[src/hdl/lkv_pkg.sv]
// Package for the LRU key-value cache: sizes, codes, beat payload types
// and controller/datapath command and status structs. No dependencies.
`timescale 1ns / 1ps
`default_nettype none

package lkv_pkg;

    localparam int ENTRIES = 16;
    localparam int IDX_W   = (ENTRIES > 1) ? $clog2(ENTRIES) : 1;
    localparam int CNT_W   = $clog2(ENTRIES + 1);
    localparam int RANK_W  = IDX_W;
    localparam int CAP_W   = 5;
    localparam int EC_W    = (CNT_W > CAP_W) ? CNT_W : CAP_W;
    localparam int KEY_W   = 32;
    localparam int DATA_W  = 32;
    localparam int APB_AW  = 3;
    localparam int APB_DW  = 32;

    localparam logic             KIND_LOOKUP  = 1'b0;
    localparam logic             KIND_STORE   = 1'b1;
    localparam logic [DATA_W-1:0] MISS_VALUE  = '1;
    localparam logic [CAP_W-1:0]  CAP_RESET   = 5'd16;
    localparam logic              REG_CAPACITY = 1'b0;

    typedef struct packed {
        logic               kind;
        logic signed [31:0] key;
        logic signed [31:0] store_value;
    } t_in_item;

    typedef struct packed {
        logic               hit;
        logic signed [31:0] read_value;
        logic               evicted;
        logic signed [31:0] evicted_key;
    } t_out_item;

    typedef struct packed {
        logic             load;
        logic             scan;
        logic [IDX_W-1:0] addr;
        logic             fetch;
        logic             commit;
    } t_cmd;

    typedef struct packed {
        logic out_busy;
    } t_status;

endpackage

`default_nettype wire

[src/hdl/lkv_ram.sv]
// Generic single-write, single-read RAM with registered read data.
// No dependencies.
`timescale 1ns / 1ps
`default_nettype none

module lkv_ram #(
    parameter int WIDTH = 32,
    parameter int DEPTH = 16
) (
    input  wire logic                                     i_clk,
    input  wire logic                                     i_we,
    input  wire logic [((DEPTH > 1) ? $clog2(DEPTH) : 1)-1:0] i_waddr,
    input  wire logic [WIDTH-1:0]                         i_wdata,
    input  wire logic [((DEPTH > 1) ? $clog2(DEPTH) : 1)-1:0] i_raddr,
    output logic      [WIDTH-1:0]                         o_rdata
);

    logic [WIDTH-1:0] r_mem [DEPTH];

    always_ff @(posedge i_clk) begin
        if (i_we) begin
            r_mem[i_waddr] <= i_wdata;
        end
        o_rdata <= r_mem[i_raddr];
    end

endmodule

`default_nettype wire

[src/hdl/lkv_ctrl.sv]
// Sequencer for the LRU cache: accept, scan entries, drain, fetch, commit.
// Depends on lkv_pkg.
`timescale 1ns / 1ps
`default_nettype none

module lkv_ctrl
    import lkv_pkg::*;
(
    input  wire logic    i_clk,
    input  wire logic    i_rst_n,
    input  wire logic    i_in_valid,
    output logic         o_in_ready,
    input  wire t_status i_status,
    output t_cmd         o_cmd
);

    localparam logic [2:0] S_IDLE   = 3'd0;
    localparam logic [2:0] S_SCAN   = 3'd1;
    localparam logic [2:0] S_DRAIN  = 3'd2;
    localparam logic [2:0] S_FETCH  = 3'd3;
    localparam logic [2:0] S_COMMIT = 3'd4;

    localparam logic [IDX_W-1:0] LAST_IDX = IDX_W'(ENTRIES - 1);

    logic [2:0]       r_state, n_state;
    logic [IDX_W-1:0] r_cnt, n_cnt;

    always_comb begin
        n_state    = r_state;
        n_cnt      = r_cnt;
        o_in_ready = 1'b0;
        o_cmd      = '0;
        o_cmd.addr = r_cnt;
        unique case (r_state)
            S_IDLE: begin
                o_in_ready = 1'b1;
                if (i_in_valid) begin
                    o_cmd.load = 1'b1;
                    n_cnt      = '0;
                    n_state    = S_SCAN;
                end
            end
            S_SCAN: begin
                o_cmd.scan = 1'b1;
                if (r_cnt == LAST_IDX) begin
                    n_state = S_DRAIN;
                end else begin
                    n_cnt = r_cnt + IDX_W'(1);
                end
            end
            S_DRAIN: begin
                n_state = S_FETCH;
            end
            S_FETCH: begin
                o_cmd.fetch = 1'b1;
                n_state     = S_COMMIT;
            end
            S_COMMIT: begin
                o_cmd.fetch = 1'b1;
                if (!i_status.out_busy) begin
                    o_cmd.commit = 1'b1;
                    n_state      = S_IDLE;
                end
            end
            default: begin
                n_state = S_IDLE;
            end
        endcase
    end

    always_ff @(posedge i_clk) begin
        if (!i_rst_n) begin
            r_state <= S_IDLE;
            r_cnt   <= '0;
        end else begin
            r_state <= n_state;
            r_cnt   <= n_cnt;
        end
    end

endmodule

`default_nettype wire

[src/hdl/lkv_dp.sv]
// Datapath for the LRU cache: key/data RAMs, valid bits, recency ranks,
// occupancy, capacity register and result register. Depends on lkv_pkg, lkv_ram.
`timescale 1ns / 1ps
`default_nettype none

module lkv_dp
    import lkv_pkg::*;
(
    input  wire logic              i_clk,
    input  wire logic              i_rst_n,
    input  wire t_in_item          i_in_data,
    input  wire t_cmd              i_cmd,
    output t_status                o_status,
    output logic                   o_out_valid,
    input  wire logic              i_out_ready,
    output t_out_item              o_out_data,
    input  wire logic              i_cfg_we,
    input  wire logic [APB_AW-1:0] i_cfg_addr,
    input  wire logic [APB_DW-1:0] i_cfg_wdata,
    output logic      [APB_DW-1:0] o_cfg_rdata
);

    logic               r_kind;
    logic [KEY_W-1:0]   r_key;
    logic [DATA_W-1:0]  r_val;
    logic [CAP_W-1:0]   r_cap;
    logic               r_valid [ENTRIES];
    logic [RANK_W-1:0]  r_rank  [ENTRIES];
    logic               n_valid [ENTRIES];
    logic [RANK_W-1:0]  n_rank  [ENTRIES];
    logic [CNT_W-1:0]   r_occ, n_occ;
    logic               r_ev_cond;
    logic               r_hit;
    logic [IDX_W-1:0]   r_found;
    logic               r_have_slot;
    logic [IDX_W-1:0]   r_slot;
    logic [IDX_W-1:0]   r_oldest;
    logic               r_cmp_vld;
    logic [IDX_W-1:0]   r_cmp_idx;
    logic               r_out_valid;
    t_out_item          r_out;

    logic [KEY_W-1:0]   w_key_rd;
    logic [DATA_W-1:0]  w_data_rd;
    logic [IDX_W-1:0]   w_key_raddr;
    logic [IDX_W-1:0]   w_data_waddr;
    logic [EC_W-1:0]    w_cap_ext;
    logic [EC_W-1:0]    w_eff_cap;
    logic [RANK_W-1:0]  w_last_rank;
    logic               w_cv;
    logic [RANK_W-1:0]  w_cr;
    logic               w_is_old;
    logic               w_miss_store;
    logic               w_do_ev;
    logic [RANK_W-1:0]  w_found_rank;

    assign w_key_raddr  = i_cmd.fetch ? r_oldest : i_cmd.addr;
    assign w_data_waddr = r_hit ? r_found : r_slot;

    lkv_ram #(.WIDTH(KEY_W), .DEPTH(ENTRIES)) u_key_ram (
        .i_clk   (i_clk),
        .i_we    (i_cmd.commit && w_miss_store),
        .i_waddr (r_slot),
        .i_wdata (r_key),
        .i_raddr (w_key_raddr),
        .o_rdata (w_key_rd)
    );

    lkv_ram #(.WIDTH(DATA_W), .DEPTH(ENTRIES)) u_data_ram (
        .i_clk   (i_clk),
        .i_we    (i_cmd.commit && (r_kind == KIND_STORE)),
        .i_waddr (w_data_waddr),
        .i_wdata (r_val),
        .i_raddr (r_found),
        .o_rdata (w_data_rd)
    );

    assign w_cap_ext = EC_W'(r_cap);
    assign w_eff_cap = (r_cap == '0) ? EC_W'(1) :
                       (w_cap_ext > EC_W'(ENTRIES)) ? EC_W'(ENTRIES) : w_cap_ext;
    assign w_last_rank = RANK_W'(r_occ - CNT_W'(1));

    assign w_cv     = r_valid[r_cmp_idx];
    assign w_cr     = r_rank[r_cmp_idx];
    assign w_is_old = w_cv && (w_cr == w_last_rank) && (r_occ != '0);

    assign w_miss_store = (r_kind == KIND_STORE) && !r_hit;
    assign w_do_ev      = w_miss_store && r_ev_cond;
    assign w_found_rank = r_rank[r_found];

    always_comb begin
        n_occ = r_occ;
        for (int i = 0; i < ENTRIES; i++) begin
            n_valid[i] = r_valid[i];
            n_rank[i]  = r_rank[i];
            if (r_hit) begin
                if (IDX_W'(i) == r_found) begin
                    n_rank[i] = '0;
                end else if (r_valid[i] && (r_rank[i] < w_found_rank)) begin
                    n_rank[i] = r_rank[i] + RANK_W'(1);
                end
            end else if (w_miss_store) begin
                if (IDX_W'(i) == r_slot) begin
                    n_valid[i] = 1'b1;
                    n_rank[i]  = '0;
                end else if (w_do_ev && (IDX_W'(i) == r_oldest)) begin
                    n_valid[i] = 1'b0;
                    n_rank[i]  = '0;
                end else if (r_valid[i]) begin
                    n_rank[i] = r_rank[i] + RANK_W'(1);
                end
            end
        end
        if (w_miss_store && !w_do_ev) begin
            n_occ = r_occ + CNT_W'(1);
        end
    end

    always_ff @(posedge i_clk) begin
        if (i_cmd.load) begin
            r_kind <= i_in_data.kind;
            r_key  <= i_in_data.key;
            r_val  <= i_in_data.store_value;
        end
        if (i_cmd.commit) begin
            r_out.hit         <= r_hit;
            r_out.read_value  <= ((r_kind == KIND_LOOKUP) && r_hit) ? w_data_rd : MISS_VALUE;
            r_out.evicted     <= w_do_ev;
            r_out.evicted_key <= w_do_ev ? w_key_rd : '0;
        end
        r_cmp_idx <= i_cmd.addr;
    end

    always_ff @(posedge i_clk) begin
        if (!i_rst_n) begin
            r_cap       <= CAP_RESET;
            r_occ       <= '0;
            r_ev_cond   <= 1'b0;
            r_hit       <= 1'b0;
            r_found     <= '0;
            r_have_slot <= 1'b0;
            r_slot      <= '0;
            r_oldest    <= '0;
            r_cmp_vld   <= 1'b0;
            r_out_valid <= 1'b0;
            for (int i = 0; i < ENTRIES; i++) begin
                r_valid[i] <= 1'b0;
                r_rank[i]  <= '0;
            end
        end else begin
            r_cmp_vld <= i_cmd.scan;
            if (i_cfg_we && (i_cfg_addr[2] == REG_CAPACITY)) begin
                r_cap <= i_cfg_wdata[CAP_W-1:0];
            end
            if (i_cmd.load) begin
                r_ev_cond   <= (i_in_data.kind == KIND_STORE) &&
                               (EC_W'(r_occ) >= w_eff_cap) && (r_occ != '0);
                r_hit       <= 1'b0;
                r_found     <= '0;
                r_have_slot <= 1'b0;
                r_slot      <= '0;
                r_oldest    <= '0;
            end
            if (r_cmp_vld) begin
                if (!r_hit && w_cv && (w_key_rd == r_key)) begin
                    r_hit   <= 1'b1;
                    r_found <= r_cmp_idx;
                end
                if (!r_have_slot && (!w_cv || (r_ev_cond && w_is_old))) begin
                    r_have_slot <= 1'b1;
                    r_slot      <= r_cmp_idx;
                end
                if (w_is_old) begin
                    r_oldest <= r_cmp_idx;
                end
            end
            if (i_cmd.commit) begin
                r_occ <= n_occ;
                for (int i = 0; i < ENTRIES; i++) begin
                    r_valid[i] <= n_valid[i];
                    r_rank[i]  <= n_rank[i];
                end
            end
            if (i_cmd.commit) begin
                r_out_valid <= 1'b1;
            end else if (i_out_ready) begin
                r_out_valid <= 1'b0;
            end
        end
    end

    assign o_status.out_busy = r_out_valid && !i_out_ready;
    assign o_out_valid       = r_out_valid;
    assign o_out_data        = r_out;
    assign o_cfg_rdata       = (i_cfg_addr[2] == REG_CAPACITY) ? APB_DW'(r_cap) : '0;

    logic [ENTRIES-1:0] w_valid_vec;
    always_comb begin
        for (int i = 0; i < ENTRIES; i++) begin
            w_valid_vec[i] = r_valid[i];
        end
    end

    a_occ_matches_valid: assert property (@(posedge i_clk) disable iff (!i_rst_n)
        32'(r_occ) == $countones(w_valid_vec))
        else $error("occupancy differs from valid count");

    a_hit_entry_valid: assert property (@(posedge i_clk) disable iff (!i_rst_n)
        (i_cmd.commit && r_hit) |-> r_valid[r_found])
        else $error("hit on an invalid entry");

    a_store_has_slot: assert property (@(posedge i_clk) disable iff (!i_rst_n)
        (i_cmd.commit && w_miss_store) |-> r_have_slot)
        else $error("store miss without a free slot");

    a_out_after_commit: assert property (@(posedge i_clk) disable iff (!i_rst_n)
        $rose(r_out_valid) |-> $past(i_cmd.commit))
        else $error("result beat without commit");

endmodule

`default_nettype wire

[src/hdl/lru_key_value_cache.sv]
// LRU key-value cache top level: joins the sequencer and the datapath.
// Depends on lkv_pkg, lkv_ctrl, lkv_dp, lkv_ram.
// A new input beat is taken only in idle; the sequencer then scans every entry,
// drains, fetches and commits; o_out_valid rises after commit. The scan reads one
// entry per cycle via the key RAM read port; a stalled result beat holds the commit.
// Reset (synchronous, active low): all entries invalid, ranks and occupancy zero,
// capacity_in_use 16; the key and data RAMs are not cleared.
`timescale 1ns / 1ps
`default_nettype none

module lru_key_value_cache
    import lkv_pkg::*;
(
    input  wire logic              i_clk,
    input  wire logic              i_rst_n,
    input  wire logic              i_in_valid,
    output logic                   o_in_ready,
    input  wire t_in_item          i_in_data,
    output logic                   o_out_valid,
    input  wire logic              i_out_ready,
    output t_out_item              o_out_data,
    input  wire logic              psel,
    input  wire logic              penable,
    input  wire logic              pwrite,
    input  wire logic [APB_AW-1:0] paddr,
    input  wire logic [APB_DW-1:0] pwdata,
    output logic      [APB_DW-1:0] prdata,
    output logic                   pready
);

    t_cmd    w_cmd;
    t_status w_status;
    logic    w_cfg_we;

    assign pready   = 1'b1;
    assign w_cfg_we = psel && penable && pwrite;

    lkv_ctrl u_ctrl (
        .i_clk      (i_clk),
        .i_rst_n    (i_rst_n),
        .i_in_valid (i_in_valid),
        .o_in_ready (o_in_ready),
        .i_status   (w_status),
        .o_cmd      (w_cmd)
    );

    lkv_dp u_dp (
        .i_clk       (i_clk),
        .i_rst_n     (i_rst_n),
        .i_in_data   (i_in_data),
        .i_cmd       (w_cmd),
        .o_status    (w_status),
        .o_out_valid (o_out_valid),
        .i_out_ready (i_out_ready),
        .o_out_data  (o_out_data),
        .i_cfg_we    (w_cfg_we),
        .i_cfg_addr  (paddr),
        .i_cfg_wdata (pwdata),
        .o_cfg_rdata (prdata)
    );

endmodule

`default_nettype wire

[config.mk]
export PLATFORM = sky130hd
export DESIGN_NAME = lru_key_value_cache
export DESIGN_NICKNAME = d
export VERILOG_FILES = /design/src/hdl/lkv_pkg.sv /design/src/hdl/lkv_ram.sv /design/src/hdl/lkv_ctrl.sv /design/src/hdl/lkv_dp.sv /design/src/hdl/lru_key_value_cache.sv
export SDC_FILE = /design/constraint.sdc
export NUM_CORES = 2
export LEC_CHECK = 0
export BUFFER_PORTS_ARGS = -buffer_cell sky130_fd_sc_hd__buf_2
export CORE_MARGIN = 5
export CORE_UTILIZATION = 25
export CTS_CLUSTER_SIZE = 16
export DETAILED_ROUTE_END_ITERATION = 6
export GPL_TIMING_DRIVEN = 0
export PLACE_DENSITY = 0.4
export SYNTH_ARGS = -nofsm -noshare
export SYNTH_HDL_FRONTEND = slang
export SYNTH_HIERARCHICAL = 1
export SYNTH_SLANG_ARGS = --single-unit
export TNS_END_PERCENT = 30
[constraint.sdc]
create_clock -name i_clk -period 11.8 [get_ports i_clk]
set_input_delay 0.59 -clock i_clk [delete_from_list [all_inputs] [get_ports i_clk]]
set_output_delay 0.59 -clock i_clk [all_outputs]
set_load 0.005 [all_outputs]
After elaboration in Yosys (flattened, before gate mapping):

Memories as Yosys holds them, arrays and structs flattened. A register that Yosys moved wholly into a read port is not among the register bits.
Index checks and enable logic that the tools add are counted.

* register bits: 169
* bits in latches: 0
* RAM bits: 1104
* memory bits (read-only): 0
* input port bits: 107
* output and inout bits: 101
* logic and storage cells: 472
* memories: 4

* add/subtract/negate cells: 19
* multiply operators: 0
* divide/modulo/power cells: 0
* magnitude comparators: 18
* equal/unequal tests: 56
* shift operators: 0
* mux-type cells: 253
* bitwise gates (word level): 34
* reduce and logical (&&, ||, !) cells: 68

Memory list
* u_dp.u_data_ram.r_mem: words 16, bits a word 32, read ports 1, clocked after memory_dff 1, wr ports 1, line lkv_ram.sv:18 `logic [WIDTH-1:0] r_mem [DEPTH];`
* u_dp.u_key_ram.r_mem: words 16, bits a word 32, read ports 1, clocked after memory_dff 1, wr ports 1, line lkv_ram.sv:18
* u_dp.r_rank: words 16, bits a word 4, read ports 18, clocked after memory_dff 2, wr ports 16, line lkv_dp.sv:28 `logic [RANK_W-1:0] r_rank [ENTRIES];`
* u_dp.r_valid: words 16, bits a word 1, read ports 17, clocked after memory_dff 1, wr ports 16, line lkv_dp.sv:27 `logic r_valid [ENTRIES];`

Operator list (number)
* 2-to-1 mux 4 bit: 142
* 2-to-1 mux 1 bit: 103
* equality test 4 bit, first input constant: 24
* adder 4 x 1 -> 4 bit, second input constant: 17
* < comparator 4 bit: 16
* logical AND 1 bit: 50
* equality test 3 x 4 -> 1 bit, first input constant: 12
* equality test 32 bit: 1
* OR 1 bit: 32
* equality test 2 x 4 -> 1 bit, first input constant: 6
* 2-to-1 mux 5 bit: 3
* case mux 3 bit (5 select lines): 1
* equality test 1 x 4 -> 1 bit, first input constant: 3
* zero test 4 bit: 3
* 2-to-1 mux 3 bit: 3
* case mux 4 bit (2 select lines): 1
* equality test 3 x 2 -> 1 bit, second input constant: 2
* inequality test 2 bit, second input constant: 3
* AND reduction 3 bit: 2
* adder 5 x 1 -> 5 bit, second input constant: 1
* greater-or-equal comparator 5 bit: 1
* > comparator 5 bit, second input constant: 1
* zero test 1 bit: 5
* zero test 5 bit: 1
* 13 further kinds: 15

Logic depth before layout (Yosys ltp):

* depth in word-level cells: 9
* depth in mapped cells: 11
* mapped depth without buffers: 11

By module:

Netlist, hierarchy kept.

Modules (own cells, without submodules)
* lkv_ram: times used 2, cells each 838, area an instance 19835.3 µm², sequential area each 16015.4 µm²
* lkv_dp: times used 1, cells each 1066, area an instance 12937.4 µm², sequential area each 6956.7 µm²
* lkv_ctrl: times used 1, cells each 43, area an instance 354.1 µm², sequential area each 140.1 µm²
* lru_key_value_cache: times used 1, cells each 3, area an instance 17.5 µm², sequential area each 0.0 µm²

Least setup slack after synthesis:

Ideal clock, no wire load.

* path type: input to register
* start point: input port i_out_ready
* end point: memory u_dp.u_key_ram.r_mem[0][0] (enable)
* library setup time: 0.461 ns
* data arrival time: 6.845 ns
* data required time: 11.339 ns
* setup slack: 4.494 ns
* stages on the path: 7
* buffers on the path: 1
* cell sequence: nor2b_1 > nor2_1 > clkbuf_1 > nand2_1 > inv_1 > or3b_2 > nor3_1

RTL lines
* start: declaration: line lru_key_value_cache.sv:20 `input wire logic i_out_ready,`
* end: declaration: line lkv_ram.sv:18

==> results.sh <==
export IMPL_max_cap_viol_count=0
export IMPL_grt_pass1_vias=28950
export IMPL_io_pins=208
export IMPL_setup_tns_final_ns=0
export IMPL_p_leak_nw=20.54
export IMPL_worst_path_cell_chain="buf_2 > buf_1 > mux4_2 > mux4_2 > inv_1 > ha_1 > o21ai_0 > a21oi_1 > nor3_1"
export IMPL_finalHoldWorstSlack_ns=0.06359
export IMPL_floorplan_die_height_um=470.3
export IMPL_floorplan_initialDensity_pct=25.06
export IMPL_synthCells=2788
export IMPL_synth_seq_area_share_pct=73.85
export IMPL_syn_mean_instance_area_um2=19.00
export IMPL_clock_insertion_delay_worst_skew_ns=0.82
export IMPL_total_wire_length_after_detailed_routing_mm=154.9
export IMPL_post_route_drc_count=0
export IMPL_design_final_nets=3439
export IMPL_dpl_hpwl_mm=104.1
export IMPL_post_synth_instance_area_mm2=0.05298
export IMPL_port_bufs=150
export IMPL_timing_rr_start="u_dp/r_found[0]$_SDFF_PN0_"
export IMPL_top_reg_cell_synth="sky130_fd_sc_hd__edfxtp_1"
export IMPL_skew_ns=0.05482
export IMPL_critical_path_buf_inv_count=3
export IMPL_status="finished, final reports clean"
export IMPL_critical_register_to_register_path_endpoint="u_dp/r_rank[14][3]$_SDFFCE_PN0P_"
export IMPL_cts_htree_levels=4
export IMPL_cts_root_buffer="sky130_fd_sc_hd__clkbuf_16"
export IMPL_r2r_cells=9
export IMPL_synth_top_cells_by_area="sky130_fd_sc_hd__edfxtp_1 70%, sky130_fd_sc_hd__mux4_2 12%, sky130_fd_sc_hd__dfxtp_1 3.9%, sky130_fd_sc_hd__a22oi_1 1.8%, sky130_fd_sc_hd__ha_1 1.7%"
export IMPL_power_ir_vdd_worst_mv=0.1409
export IMPL_crit_type="flip-flop to flip-flop"
export IMPL_number_of_failing_hold_endpoints_at_the_final_stage=0
export IMPL_routedWlPerCell_um=24.91
export IMPL_share_of_the_synthesized_area_in_the_top_cell_type_pct=70.00
export IMPL_grt_start_max_net_pins=44
export IMPL_floorplan_die_area_mm2=0.2212
export IMPL_cts_buffer_depth=3
export IMPL_grt_antenna_before_repair=8
export IMPL_grt_total_usage_pct=13.76
export IMPL_synth_edf_count=1235
export IMPL_worst_hold_path_num_cells=1
export IMPL_hold_path_class="input pin to flip-flop"
export IMPL_timing_final_max_slew_violations=0
export IMPL_post_cts_buffers=0
export IMPL_critical_path_top_cell_by_count="sky130_fd_sc_hd__mux4_2"
export IMPL_flow_area_growth_from_synthesis_pct=21.93
export IMPL_path_max_fanout=16
export IMPL_die_w_um=470.3
export IMPL_grt_pass1_wl_mm=220.2
export IMPL_min_from="i_in_data[31]"
export IMPL_crit_path_end_kind="flip-flop"
export IMPL_ys_warn_count=6
export IMPL_num_rows=169
export IMPL_powerDensity_mw_per_mm2=165.3
export IMPL_number_of_unique_standard_cell_types_used_by_synthesis=60
export IMPL_route_antenna_remaining_nets=0
export IMPL_timing_critical_path_max_delay_family="buffers and inverters"
export IMPL_max_slew_margin_rel_pct=26.89
export IMPL_cts_hold_fix_buffers=63
export IMPL_finalCriticalPeriod_ns=4.734
export IMPL_crit_arrival_ns=5.17
export IMPL_critical_path_slowest_cell="sky130_fd_sc_hd__buf_1"
export IMPL_least_margin_pin_slew_ns=1.085
export IMPL_clock_sinks=1337
export IMPL_rsz_0062_raised_after_global_routing="false"
export IMPL_tritoncts_num_buffers=157
export IMPL_rrSetupSlack_ns=7.07
export IMPL_layout_worst_path_cycle_share_pct=40.12
export IMPL_ys_ff_latch=1337
export IMPL_required_time_worst_endpoint_ns=12.23
export IMPL_min_to="u_dp/r_val[31]$_DFFE_PP_"
export IMPL_via_density_per_instance=4.471
export IMPL_postSynth_asyncResetShare_pct=0
export IMPL_tritoncts_clock_tree="built"
export IMPL_critical_path_max_stage_delay_ns=0.67
export IMPL_cts_resized=0
export IMPL_mostFrequentLayoutCells="1,235 x sky130_fd_sc_hd__edfxtp_1, 290 x sky130_fd_sc_hd__mux4_2, 170 x sky130_fd_sc_hd__buf_2"
export IMPL_globalRouteOverflowTotal=0
export IMPL_drt_first_pass_iters=5
export IMPL_final_common_cell="sky130_fd_sc_hd__edfxtp_1"
export IMPL_setup_viol=0
export IMPL_initialDrtViolationCount=2092
export IMPL_synth_largest_area_cell="sky130_fd_sc_hd__edfxtp_1"
export IMPL_share_of_layout_cells_above_drive_strength_1_pct=25.51
export IMPL_core_region_area_mm2=0.2115
export IMPL_max_clock_freq_mhz=211.2
export IMPL_gp_routability_congestion=0.7732
export IMPL_worstSetupStartpointType="flip-flop"
export IMPL_clk_pin_slew_worst_paths_ns=0.06
export IMPL_vias=27800
## per-stage QoR
stage | std cells | util, % | area [um^2] | power [mW] | worst slack [ns]
after floorplan | 2814 | - | 53080 | 5.765 | 4.494
after global placement | 5785 | 27.13 | 57360 | 5.997 | -3.142
after detailed placement | 5858 | 27.82 | 58820 | 6.001 | 6.900
after CTS | 6212 | 30.54 | 64580 | 10.87 | 6.918
after global routing | 6217 | 30.55 | 64590 | 11.11 | 6.677
final | 6218 | 30.55 | 64600 | 10.68 | 7.066
## cell type report
class	instances	area [um^2]
antenna	6	15.01
buffer	160	825.8
clock buffer	215	4257
clock inverter	76	874.6
fill	20680	146900
inverter	15	62.56
multi-input combinational	1302	13300
sequential	1337	39130
tap	2821	3530
timing repair buffer	286	2608
## cells in the mapped netlist, drive strengths merged (18+ instances only)
master and n:
clkbuf 67, nor3 31, xnor2 25, a22oi 129, nand3 40, ha 73, dfxtp 102, and3 36
nor2b 48, nand2 130, buf 93, xor2 48, mux4 292, nand2b 41, o21ai 34, a21oi 83
nor2 128, mux2i 26, o211ai 18, edfxtp 1235
## flip-flops by register name, summed over array words and instances (netlist names), 5 cells and up
| register | count |
|---|---|
| u_dp/u_data_ram/r_mem | 512 |
| u_dp/u_key_ram/r_mem | 512 |
| u_dp/o_out_data | 66 |
| u_dp/r_rank | 64 |
| u_dp/r_key | 32 |
| u_dp/r_val | 32 |
| u_dp/u_data_ram/o_rdata | 32 |
| u_dp/u_key_ram/o_rdata | 32 |
| u_dp/r_valid | 16 |
| u_dp/r_cap | 5 |
| u_dp/r_occ | 5 |
## kinds of logic after synthesis
kind of cell    after synthesis  share of synthesized area [%]
compound gates              301                          3.776
xor+xnor                     73                          1.221
fa+ha+maj                    73                          1.724
buf+inv                     175                          1.667
flops                      1337                          73.85
mux                         330                          13.17
other cells                   2                        0.01418
simple gates                497                          4.570
## metal layers
metal / vias up / wire, um / GRT usage (%)
met2: 648 / 73400 / 22.15
met1: 14730 / 71440 / 19.13
met3: 189 / 6572 / 2.510
met5: - / 0 / 0
met4: 0 / 3452 / 3.773
li1: 12240 / - / -
## worst max-delay path by stage
stage	from	endpoint	slack, ns	cells past startpoint
after floorplan	i_out_ready	u_dp/u_key_ram/r_mem[0][0]$_DFFE_PP_	4.49	7
after global placement	i_out_ready	u_dp/u_key_ram/r_mem[4][17]$_DFFE_PP_	-3.14	8
after detailed placement	i_out_ready	u_dp/u_data_ram/r_mem[0][17]$_DFFE_PP_	6.90	12
after CTS	u_dp/r_found[0]$_SDFF_PN0_	u_dp/r_rank[10][0]$_SDFFCE_PN0P_	6.92	9
after global routing	u_dp/r_found[0]$_SDFF_PN0_	u_dp/r_rank[9][2]$_SDFFCE_PN0P_	6.68	9
final	u_dp/r_found[0]$_SDFF_PN0_	u_dp/r_rank[14][3]$_SDFFCE_PN0P_	7.07	9
## power by group
group	total, mW	internal (mW)	switching (mW)
logic	0.448	0.202	0.246
clock network	4.77	2.76	2.02
registers	5.45	5.30	0.149
No activity file was read; power rests on OpenSTA's default activity.
